File: src/hdl/tpd_pkg.sv
package tpd_pkg;

   localparam int TPD_ROW_CHARS = 40;
   localparam int QUEUE_DEPTH   = 2;

   localparam int REQ_DATA_W = 8;
   localparam int RSP_DATA_W = 48;

   localparam logic KIND_CHAR   = 1'b0;
   localparam logic KIND_HEADER = 1'b1;

   // header data byte positions on row 0
   localparam logic [5:0] COL_UNITS    = 6'd0;
   localparam logic [5:0] COL_TENS     = 6'd1;
   localparam logic [5:0] COL_SUBTITLE = 6'd5;
   localparam logic [5:0] COL_CHARSET  = 6'd7;

   localparam logic [3:0] MAGAZINE_ZERO = 4'h8;
   localparam logic [3:0] NIBBLE_BAD    = 4'hf;
   localparam logic [7:0] CHAR_SPACE    = 8'h20;

   typedef struct packed {
      logic        kind;
      logic [7:0]  data_byte;
      logic [3:0]  magazine;
      logic [4:0]  row;
      logic [5:0]  column;
      logic [11:0] page_code;
      logic [2:0]  charset;
      logic        subtitle_flag;
      logic        hamming_error;
   } tpd_op_type;

   typedef struct packed {
      logic       bad;
      logic [3:0] nibble;
   } unham_type;

   // data at bits 1,3,5,7, protection at bits 0,2,4,6
   function automatic logic [7:0] ham_encode(input logic [3:0] n);
      logic p1, p2, p3, p4;
      p1 = ~(n[0] ^ n[2] ^ n[3]);
      p2 = ~(n[0] ^ n[1] ^ n[3]);
      p3 = ~(n[0] ^ n[1] ^ n[2]);
      p4 = ~(p1 ^ n[0] ^ p2 ^ n[1] ^ p3 ^ n[2] ^ n[3]);
      return {n[3], p4, n[2], p3, n[1], p2, n[0], p1};
   endfunction

   function automatic unham_type unham(input logic [7:0] b);
      unham_type  res;
      logic [7:0] x;
      res.bad    = 1'b1;
      res.nibble = NIBBLE_BAD;
      for (int n = 15; n >= 0; n--) begin
         x = ham_encode(4'(n)) ^ b;
         if ((x & (x - 8'd1)) == 8'd0) begin
            res.bad    = 1'b0;
            res.nibble = 4'(n);
         end
      end
      return res;
   endfunction

   // latin g0 primary set, codes below 0x20 pass through
   function automatic logic [7:0] g0_lookup(input logic [6:0] c);
      logic [7:0] r;
      case (c)
         7'h23:   r = 8'ha3;
         7'h5b:   r = 8'hab;
         7'h5c:   r = 8'hbd;
         7'h5d:   r = 8'hbb;
         7'h5f:   r = 8'h23;
         7'h60:   r = 8'h2d;
         7'h7b:   r = 8'hbc;
         7'h7c:   r = 8'ha6;
         7'h7d:   r = 8'hbe;
         7'h7e:   r = 8'hf7;
         default: r = {1'b0, c};
      endcase
      return r;
   endfunction

endpackage

File: src/hdl/teletext_packet_decoder_top.sv
// a result is queued as its request is accepted, then moved to the output register
// throughput: one request per cycle while the queue is not full, set by the front decode
// a two-entry queue and an output register part the request and result sides
// reset: synchronous active high, clears queue, output valid and packet state
// after reset the magazine reads 8 and the decoder waits for a packet start
module teletext_packet_decoder_top #(
   parameter int ROW_CHARS = tpd_pkg::TPD_ROW_CHARS
) (
   input  logic                           clock,
   input  logic                           reset,
   input  logic                           req_tvalid,
   output logic                           req_tready,
   input  logic [tpd_pkg::REQ_DATA_W-1:0] req_tdata,  // data_byte
   input  logic                           req_tuser,  // packet_start
   output logic                           rsp_tvalid,
   input  logic                           rsp_tready,
   // magazine, row, column, char_code, parity_error, page code, charset,
   // subtitle_flag, hamming_error
   output logic [tpd_pkg::RSP_DATA_W-1:0] rsp_tdata,
   output logic                           rsp_tuser   // kind
);
   import tpd_pkg::*;

   logic       accept;
   logic       push, full, pop, not_empty;
   tpd_op_type push_op, pop_op;

   assign req_tready = !full;
   assign accept     = req_tvalid && req_tready;

   tpd_front #(
      .ROW_CHARS (ROW_CHARS)
   ) u_front (
      .clock        (clock),
      .reset        (reset),
      .accept       (accept),
      .data_byte    (req_tdata),
      .packet_start (req_tuser),
      .push         (push),
      .push_op      (push_op)
   );

   tpd_queue u_queue (
      .clock     (clock),
      .reset     (reset),
      .push      (push),
      .push_op   (push_op),
      .full      (full),
      .pop       (pop),
      .not_empty (not_empty),
      .pop_op    (pop_op)
   );

   tpd_back u_back (
      .clock      (clock),
      .reset      (reset),
      .op_valid   (not_empty),
      .op         (pop_op),
      .op_pop     (pop),
      .rsp_tvalid (rsp_tvalid),
      .rsp_tready (rsp_tready),
      .rsp_tdata  (rsp_tdata),
      .rsp_tuser  (rsp_tuser)
   );

endmodule

File: src/hdl/tpd_front.sv
module tpd_front #(
   parameter int ROW_CHARS = tpd_pkg::TPD_ROW_CHARS
) (
   input  logic                 clock,
   input  logic                 reset,
   input  logic                 accept,
   input  logic [7:0]           data_byte,
   input  logic                 packet_start,
   output logic                 push,
   output tpd_pkg::tpd_op_type  push_op
);
   import tpd_pkg::*;

   localparam int POS_W = $clog2(ROW_CHARS + 2);
   localparam logic [POS_W-1:0] POS_IDLE  = POS_W'(0);
   localparam logic [POS_W-1:0] POS_ADDR1 = POS_W'(1);
   localparam logic [POS_W-1:0] POS_DATA0 = POS_W'(2);
   localparam logic [POS_W-1:0] COL_LAST  = POS_W'(ROW_CHARS - 1);

   logic [POS_W-1:0] pos_ff, pos_in;
   logic [3:0]       low_ff, low_in;
   logic [3:0]       mag_ff, mag_in;
   logic [4:0]       row_ff, row_in;
   logic [3:0]       units_ff, units_in;
   logic [3:0]       tens_ff, tens_in;
   logic             sub_ff, sub_in;
   logic             seen_ff, seen_in;

   unham_type        ham;
   logic [7:0]       addr;
   logic [POS_W-1:0] col;
   logic [5:0]       column;

   assign ham    = unham(data_byte);
   assign addr   = {ham.nibble, low_ff};
   assign col    = pos_ff - POS_DATA0;
   assign column = 6'(col);

   always_comb begin
      pos_in   = pos_ff;
      low_in   = low_ff;
      mag_in   = mag_ff;
      row_in   = row_ff;
      units_in = units_ff;
      tens_in  = tens_ff;
      sub_in   = sub_ff;
      seen_in  = seen_ff;
      push     = 1'b0;
      push_op  = '0;
      push_op.kind          = KIND_CHAR;
      push_op.data_byte     = data_byte;
      push_op.magazine      = mag_ff;
      push_op.row           = row_ff;
      push_op.column        = column;
      push_op.hamming_error = seen_ff;
      if (accept) begin
         if (packet_start) begin
            seen_in = ham.bad;
            low_in  = ham.nibble;
            pos_in  = POS_ADDR1;
         end else if (pos_ff == POS_IDLE) begin
            pos_in = POS_IDLE;
         end else if (pos_ff == POS_ADDR1) begin
            mag_in  = (addr[2:0] == 3'd0) ? MAGAZINE_ZERO : {1'b0, addr[2:0]};
            row_in  = addr[7:3];
            seen_in = seen_ff | ham.bad;
            pos_in  = POS_DATA0;
         end else begin
            pos_in = (col == COL_LAST) ? POS_IDLE : pos_ff + POS_W'(1);
            if (row_ff == 5'd0) begin
               case (column)
                  COL_UNITS: begin
                     units_in = ham.nibble;
                     seen_in  = seen_ff | ham.bad;
                  end
                  COL_TENS: begin
                     tens_in = ham.nibble;
                     seen_in = seen_ff | ham.bad;
                  end
                  COL_SUBTITLE: begin
                     sub_in  = ham.nibble[3];
                     seen_in = seen_ff | ham.bad;
                  end
                  COL_CHARSET: begin
                     seen_in               = seen_ff | ham.bad;
                     push                  = 1'b1;
                     push_op.kind          = KIND_HEADER;
                     push_op.page_code     = {mag_ff, tens_ff, units_ff};
                     push_op.charset       = ham.nibble[3:1];
                     push_op.subtitle_flag = sub_ff;
                     push_op.hamming_error = seen_ff | ham.bad;
                  end
                  default: begin
                     push = 1'b0;
                  end
               endcase
            end else begin
               push = 1'b1;
            end
         end
      end
   end

   always_ff @(posedge clock) begin
      if (reset) begin
         pos_ff   <= POS_IDLE;
         low_ff   <= 4'd0;
         mag_ff   <= MAGAZINE_ZERO;
         row_ff   <= 5'd0;
         units_ff <= 4'd0;
         tens_ff  <= 4'd0;
         sub_ff   <= 1'b0;
         seen_ff  <= 1'b0;
      end else begin
         pos_ff   <= pos_in;
         low_ff   <= low_in;
         mag_ff   <= mag_in;
         row_ff   <= row_in;
         units_ff <= units_in;
         tens_ff  <= tens_in;
         sub_ff   <= sub_in;
         seen_ff  <= seen_in;
      end
   end

endmodule

File: src/hdl/tpd_queue.sv
module tpd_queue (
   input  logic                 clock,
   input  logic                 reset,
   input  logic                 push,
   input  tpd_pkg::tpd_op_type  push_op,
   output logic                 full,
   input  logic                 pop,
   output logic                 not_empty,
   output tpd_pkg::tpd_op_type  pop_op
);
   import tpd_pkg::*;

   localparam int PTR_W = $clog2(QUEUE_DEPTH);
   localparam int CNT_W = $clog2(QUEUE_DEPTH + 1);

   tpd_op_type       entry_ff [QUEUE_DEPTH];
   logic [PTR_W-1:0] wr_ff, wr_in;
   logic [PTR_W-1:0] rd_ff, rd_in;
   logic [CNT_W-1:0] count_ff, count_in;
   logic             do_push, do_pop;

   assign full      = (count_ff == CNT_W'(QUEUE_DEPTH));
   assign not_empty = (count_ff != CNT_W'(0));
   assign do_push   = push && !full;
   assign do_pop    = pop && not_empty;
   assign pop_op    = entry_ff[rd_ff];

   always_comb begin
      wr_in    = wr_ff;
      rd_in    = rd_ff;
      count_in = count_ff;
      if (do_push) begin
         wr_in = (wr_ff == PTR_W'(QUEUE_DEPTH - 1)) ? PTR_W'(0) : wr_ff + PTR_W'(1);
      end
      if (do_pop) begin
         rd_in = (rd_ff == PTR_W'(QUEUE_DEPTH - 1)) ? PTR_W'(0) : rd_ff + PTR_W'(1);
      end
      if (do_push && !do_pop) begin
         count_in = count_ff + CNT_W'(1);
      end else if (do_pop && !do_push) begin
         count_in = count_ff - CNT_W'(1);
      end
   end

   always_ff @(posedge clock) begin
      if (reset) begin
         wr_ff    <= '0;
         rd_ff    <= '0;
         count_ff <= '0;
      end else begin
         wr_ff    <= wr_in;
         rd_ff    <= rd_in;
         count_ff <= count_in;
      end
      if (do_push) begin
         entry_ff[wr_ff] <= push_op;
      end
   end

endmodule

File: src/hdl/tpd_back.sv
module tpd_back (
   input  logic                           clock,
   input  logic                           reset,
   input  logic                           op_valid,
   input  tpd_pkg::tpd_op_type            op,
   output logic                           op_pop,
   output logic                           rsp_tvalid,
   input  logic                           rsp_tready,
   output logic [tpd_pkg::RSP_DATA_W-1:0] rsp_tdata,
   output logic                           rsp_tuser
);
   import tpd_pkg::*;

   logic                  valid_ff;
   logic [RSP_DATA_W-1:0] data_ff, data_in;
   logic                  kind_ff;
   logic [7:0]            char_code;
   logic                  parity_error;

   assign op_pop = op_valid && (!valid_ff || rsp_tready);

   always_comb begin
      char_code    = 8'd0;
      parity_error = 1'b0;
      if (op.kind == KIND_CHAR) begin
         if (!(^op.data_byte)) begin
            char_code    = CHAR_SPACE;
            parity_error = 1'b1;
         end else begin
            char_code = g0_lookup(op.data_byte[6:0]);
         end
      end
      data_in = {7'd0, op.hamming_error, op.subtitle_flag, op.charset, op.page_code,
                 parity_error, char_code, op.column, op.row, op.magazine};
   end

   always_ff @(posedge clock) begin
      if (reset) begin
         valid_ff <= 1'b0;
      end else if (op_pop) begin
         valid_ff <= 1'b1;
      end else if (rsp_tready) begin
         valid_ff <= 1'b0;
      end
      if (op_pop) begin
         data_ff <= data_in;
         kind_ff <= op.kind;
      end
   end

   assign rsp_tvalid = valid_ff;
   assign rsp_tdata  = data_ff;
   assign rsp_tuser  = kind_ff;

endmodule

File: config.mk
export PLATFORM = sky130hd
export DESIGN_NAME = teletext_packet_decoder_top
export DESIGN_NICKNAME = d
export VERILOG_FILES = /design/src/hdl/tpd_pkg.sv /design/src/hdl/teletext_packet_decoder_top.sv /design/src/hdl/tpd_front.sv /design/src/hdl/tpd_queue.sv /design/src/hdl/tpd_back.sv
export SDC_FILE = /design/constraint.sdc
export NUM_CORES = 1
export LEC_CHECK = 0
export BUFFER_PORTS_ARGS = -buffer_cell sky130_fd_sc_hd__buf_2
export CAP_MARGIN = 20
export CORE_MARGIN = 5
export CORE_UTILIZATION = 60
export DETAILED_ROUTE_END_ITERATION = 6
export PLACE_DENSITY = 0.83
export SKIP_LAST_GASP = 1
export SYNTH_ARGS = -nofsm -noshare
export SYNTH_HDL_FRONTEND = slang
export SYNTH_SLANG_ARGS = --single-unit
File: constraint.sdc
create_clock -name clock -period 5.4 [get_ports clock]
set_clock_uncertainty 0.2 [all_clocks]
set_input_delay 1.08 -clock clock [delete_from_list [all_inputs] [get_ports clock]]
set_output_delay 1.08 -clock clock [all_outputs]
set_load 0.02 [all_outputs]
Yosys cells after proc, flatten, opt, wreduce, memory -nomap -nowiden:

Memories as Yosys holds them, arrays and structs flattened. A register that Yosys moved wholly into a read port is not among the register bits.
Index checks and enable logic that the tools add are counted.

* add/sub/neg operators: 22
* bitwise gates (word level): 37
* reductions and logical operators: 45
* mux-type cells: 56
* equality and inequality tests: 17

Operators with widths (count)
* bitwise AND 8 bit: 16
* logical NOT 8 bit: 16
* subtractor 8 x 1 -> 8 bit, second input constant: 16
* 2-to-1 mux 17 bit: 6
* 2-to-1 mux 5 bit: 16
* case mux 8 bit (10 select lines): 1
* equality test 7 bit, second input constant: 9
* NOT 5 bit: 7
* 2-to-1 mux 6 bit: 5
* 2-to-1 mux 1 bit: 25
* NOT 3 bit: 7
* AND reduction 6 bit: 3
* equality test 6 x 1 -> 1 bit, second input constant: 2
* equality test 6 x 3 -> 1 bit, second input constant: 2
* logical NOT 6 bit: 2
* AND reduction 4 bit: 2
* parity 8 bit: 1
* equality test 7 x 6 -> 1 bit, second input constant: 1
* NOT 7 bit: 1
* adder 6 x 1 -> 6 bit, second input constant: 1
* equality test 6 bit, second input constant: 1
* logical AND 1 bit: 6
* nonzero test 2 bit: 3
* nonzero test 3 bit: 2
* other kinds (17): 26

* memory bits (writable): 82
* register bits: 76
* memories: 1
* input port bits: 13
* logic and storage cells: 194

Memories
* u_queue.entry_ff: words 2, bits a word 41, read ports 1, clocked after memory_dff 1, wr ports 1, RTL line tpd_queue.sv:16 `tpd_op_type entry_ff [QUEUE_DEPTH];`

Logic depth before layout (Yosys ltp):

* depth in word-level cells: 27
* mapped depth: 13
* gate-level depth less buffers: 11

Hierarchy:

A second synthesis with hierarchy kept.

* cells, all modules: 678
* area total of the unflattened synthesis: 8007.7 µm²

Modules (own cells, without submodules)
* tpd_queue: area each 3169.3 µm², cells each 153, sequential area each 2562.5 µm², times used 1
* tpd_front: area each 2965.3 µm², cells each 399, sequential area each 580.6 µm², times used 1
* tpd_back: area each 1863.0 µm², cells each 124, sequential area each 1281.2 µm², times used 1
* teletext_packet_decoder_top: area each 10.0 µm², cells each 2, sequential area each 0.0 µm², times used 1

Least setup slack after synthesis:

No wires, ideal clock.

* path type: input to register
* from: in req_tuser
* to: mem u_queue.entry_ff[0][0] in the netlist's numbering, enable pin
* path buffers: 1
* required time: 4760 ps
* arrival time: 3426 ps
* cell stages on the path: 4
* slack: 1334 ps
* cells stage by stage: clkbuf_1 nor3_2 o31ai_1 nor2_1

* longest elaborated chain between the ends: 5

RTL lines
* start: declaration: RTL line teletext_packet_decoder_top.sv:14 `input logic req_tuser,`
* 2-to-1 mux 1 bit: RTL line tpd_front.sv:57 `if (packet_start) begin`
* 2-to-1 mux 1 bit: RTL line tpd_front.sv:56 `if (accept) begin`
* logical AND 1 bit: RTL line tpd_queue.sv:24 `assign do_push = push && !full;`
* 2-to-1 mux 1 bit: RTL line tpd_queue.sv:55 `if (do_push) begin`
* 2-to-1 mux 1 bit (not written as such): RTL line tpd_queue.sv:56 `entry_ff[wr_ff] <= push_op;`
* end: declaration: RTL line tpd_queue.sv:16

No other way between the ends.

==> results.json <==
{
  "outcome": "finished clean",
  "synth-simple-area-share_pct": 15.1,
  "p_sw_share_pct": 31.6,
  "ys_warn_count": 0,
  "synth_top_family_by_area": "simple AND/OR/NAND/NOR gates",
  "rsz0062_at_grt": "no",
  "routed_via_density": 6.08,
  "core_sq_um": 13100,
  "globalRouteTotalUtil_pct": 21.1,
  "maxSlewHeadroom_pct": 24.2,
  "synth_top_area_cell": "edfxtp_1",
  "numCtsBuffers": 17,
  "synthMuxAreaShare_pct": 5.73,
  "setup_ws_ns": 1.98,
  "wl_um": 16300,
  "fin_crit_sh_pct": 63.3,
  "grt_pass1_wl_um": 26900,
  "internal_power_mw": 2.44,
  "hpwl_um": 10400,
  "critPathArrivalTime_ns": 3.57,
  "drc": 0,
  "cts_setup_buffers": 0,
  "yosysTopAreaCellShare_pct": 46.8,
  "dieWidth_um": 125,
  "cts.clk_slew.worst_paths_ns": 0.07,
  "rows": 42,
  "powerDensity_nw_per_um2": 402,
  "cts_tree": "built",
  "place.gp.congestion": 0.922,
  "holdCritPathClass": "flop to flop",
  "comb_power_share_pct": 22.2,
  "grt.overflow.total": 0,
  "synthesis.area_sq_um": 7950,
  "grt_pass1_vias": 5222,
  "finalSetupTns_ns": 0,
  "antenna_left": 0,
  "synth_compound_area_share_pct": 14.5,
  "grt_antenna_before_repair": 0,
  "syn2layout_area_growth_pct": 11.4,
  "power_mw": 3.56,
  "p_leak_nw": 3.05,
  "synth_edf_count": 124,
  "synth_area_leaders": "edfxtp_1 47%, dfxtp_1 8.8%, mux2_2 5.1%",
  "syn_area_per_cell_sq_um": 11.7,
  "clock.fmax_mhz": 293,
  "wire_per_inst_um": 18.0,
  "die_h_um": 125,
  "synthXorXnorAreaFrac_pct": 1.21,
  "port_buffers": 56,
  "critical_path.max_fanout": 8,
  "p_sw_mw": 1.13,
  "startpoint_type": "flop",
  "dp_slack_ns": 1.81,
  "final-max-slew-violation-count": 0,
  "worstPathRequired_ns": 5.56,
  "ys_seq_area_share_pct": 55.7,
  "io_pins": 64,
  "grt_max_degree": 44,
  "drv_cap": 0,
  "hold_ws_ns": 0.268,
  "ctsResizeCount": 0,
  "yosysUniqueCellTypes": 82,
  "setup_violations": 0,
  "clk-insertion-delay-late_ns": 0.43,
  "h-tree-depth": 4,
  "layout-drive-gt1-share_pct": 21.9,
  "synth_flop_cell": "edfxtp_1",
  "syn_inst": 681,
  "hold_violations": 0,
  "clock-root-buffer": "clkbuf_16",
  "synth_adder_area_share_pct": 2.93,
  "diodes": 0,
  "layout_common_cells": "124 x edfxtp_1, 56 x buf_2, 47 x nand2_1",
  "power_frac_seq_pct": 44.0,
  "ir_worst_vdd_uv": 228,
  "cts_hold_buf": 0,
  "place_area_sq_um": 8210,
  "cts.sinks": 159,
  "fin_crit_ns": 3.42,
  "initial_core_util_pct": 60.5,
  "clockBufferDepth": 2,
  "synth-async-reset-ratio_pct": 0,
  "critPathKind": "flop to flop",
  "vias": 5509,
  "endpoint_kind": "flop",
  "ys_ff_latch": 159,
  "tightest_slew_ns": 1.13,
  "die-area_sq_um": 15700,
  "drt_iter0_drc": 620,
  "rrSetupSlack_ns": 1.98,
  "final_common_cell": "edfxtp_1",
  "fin_nets": 747,
  "drtPass1Iterations": 7,
  "final_cell_area_sq_um": 8860,
  "fillCellCount": 962,
  "clock_power_share_pct": 33.8
}
-- critical path, cell delays in order, from the launching register on --
cell and delay (ns):
dfxtp_1 0.47, inv_1 0.19, ha_1 0.39, inv_1 0.11, nand2_1 0.14, a211oi_1 0.07
o31ai_1 0.78, inv_1 0.14, ha_1 0.36, or3_1 0.35, a21oi_1 0.13
-- worst paths after layout --
kind                            depth (start not counted)                start                   to
worst max-delay path                                   10    u_front.pos_ff[1]  u_queue.count_ff[1]
worst min-delay path                                    2  u_front.units_ff[1]  u_front.units_ff[1]
worst max register to register                         10    u_front.pos_ff[1]  u_queue.count_ff[1]
worst min register to register                          2  u_front.units_ff[1]  u_front.units_ff[1]
-- area by class of cell --
| type | count | area, sq um | share of cell area, % |
|---|---|---|---|
| flip-flops and latches | 159 | 4430 | 50.0 |
| clock inverters | 15 | 180 | 2.03 |
| well taps | 176 | 220 | 2.49 |
| multi-input cells | 457 | 3180 | 35.9 |
| inverters | 22 | 82.6 | 0.932 |
| repair buffers | 60 | 343 | 3.87 |
| clock buffers | 17 | 425 | 4.80 |
-- logic make-up (layout without fill, tap and decap cells) --
| logic type | count (synthesis) | in the layout |
|---|---|---|
| compound gates | 163 | 163 |
| xor+xnor | 11 | 11 |
| fa+ha+maj | 19 | 19 |
| buf+inv | 71 | 114 |
| flops | 159 | 159 |
| mux | 41 | 41 |
| other cells | 1 | 7 |
| simple gates | 216 | 216 |
-- stage by stage --
stage / instances / utilization [%]
detailed placement: 872 / 62.5
finish: 906 / 67.4
global route: 906 / 67.4
global placement: 872 / 62.5
floorplan: 687 / -
CTS: 904 / 67.1
-- synthesized netlist by cell type, drive strengths merged, types with 6 or more instances --
library cell and number:
a211oi 9, a21boi 6, a21oi 47, a22oi 6
a31oi 10, and2 15, and3 6, buf 36
clkbuf 13, dfxtp 35, edfxtp 124, ha 17
inv 21, mux2 36, nand2 47, nand2b 18
nand3 23, nand3b 9, nand4 10, nor2 35
nor2b 6, nor3 12, o211ai 6, o21ai 28
o31ai 8, or2 6, or3 9, xor2 6
-- registers in the layout (all words and copies together) (netlist names), named ones only --
name               flops
u_queue.rd_ff          1
u_back.rsp_tvalid      1
u_front.pos_ff         6
u_queue.entry_ff      82
u_front.tens_ff        4
u_back.rsp_tdata      41
u_queue.wr_ff          1
u_front.mag_ff         4
u_front.row_ff         5
u_front.sub_ff         1
u_front.seen_ff        1
u_back.rsp_tuser       1
u_front.low_ff         4
u_front.units_ff       4
u_queue.count_ff       2
-- routing by layer --
metal	GRT usage, %	up-vias	share of wire [%]
met3	4.52	26	6.0
li1	-	2626	-
met4	6.82	0	1.6
met1	29.3	2655	45
met2	33.5	202	48
met5	0	-	0
-- power groups by stage --
stage / clock network, mW / registers (mW) / logic, mW
final: 1.20 / 1.57 / 0.793
after global routing: 1.27 / 1.59 / 0.851
after CTS: 1.21 / 1.57 / 0.802
after detailed placement: 0 / 1.59 / 0.796
after global placement: 0 / 1.59 / 0.782
after floorplan: 0 / 1.81 / 0.363
(Power assumes the default switching activity.)
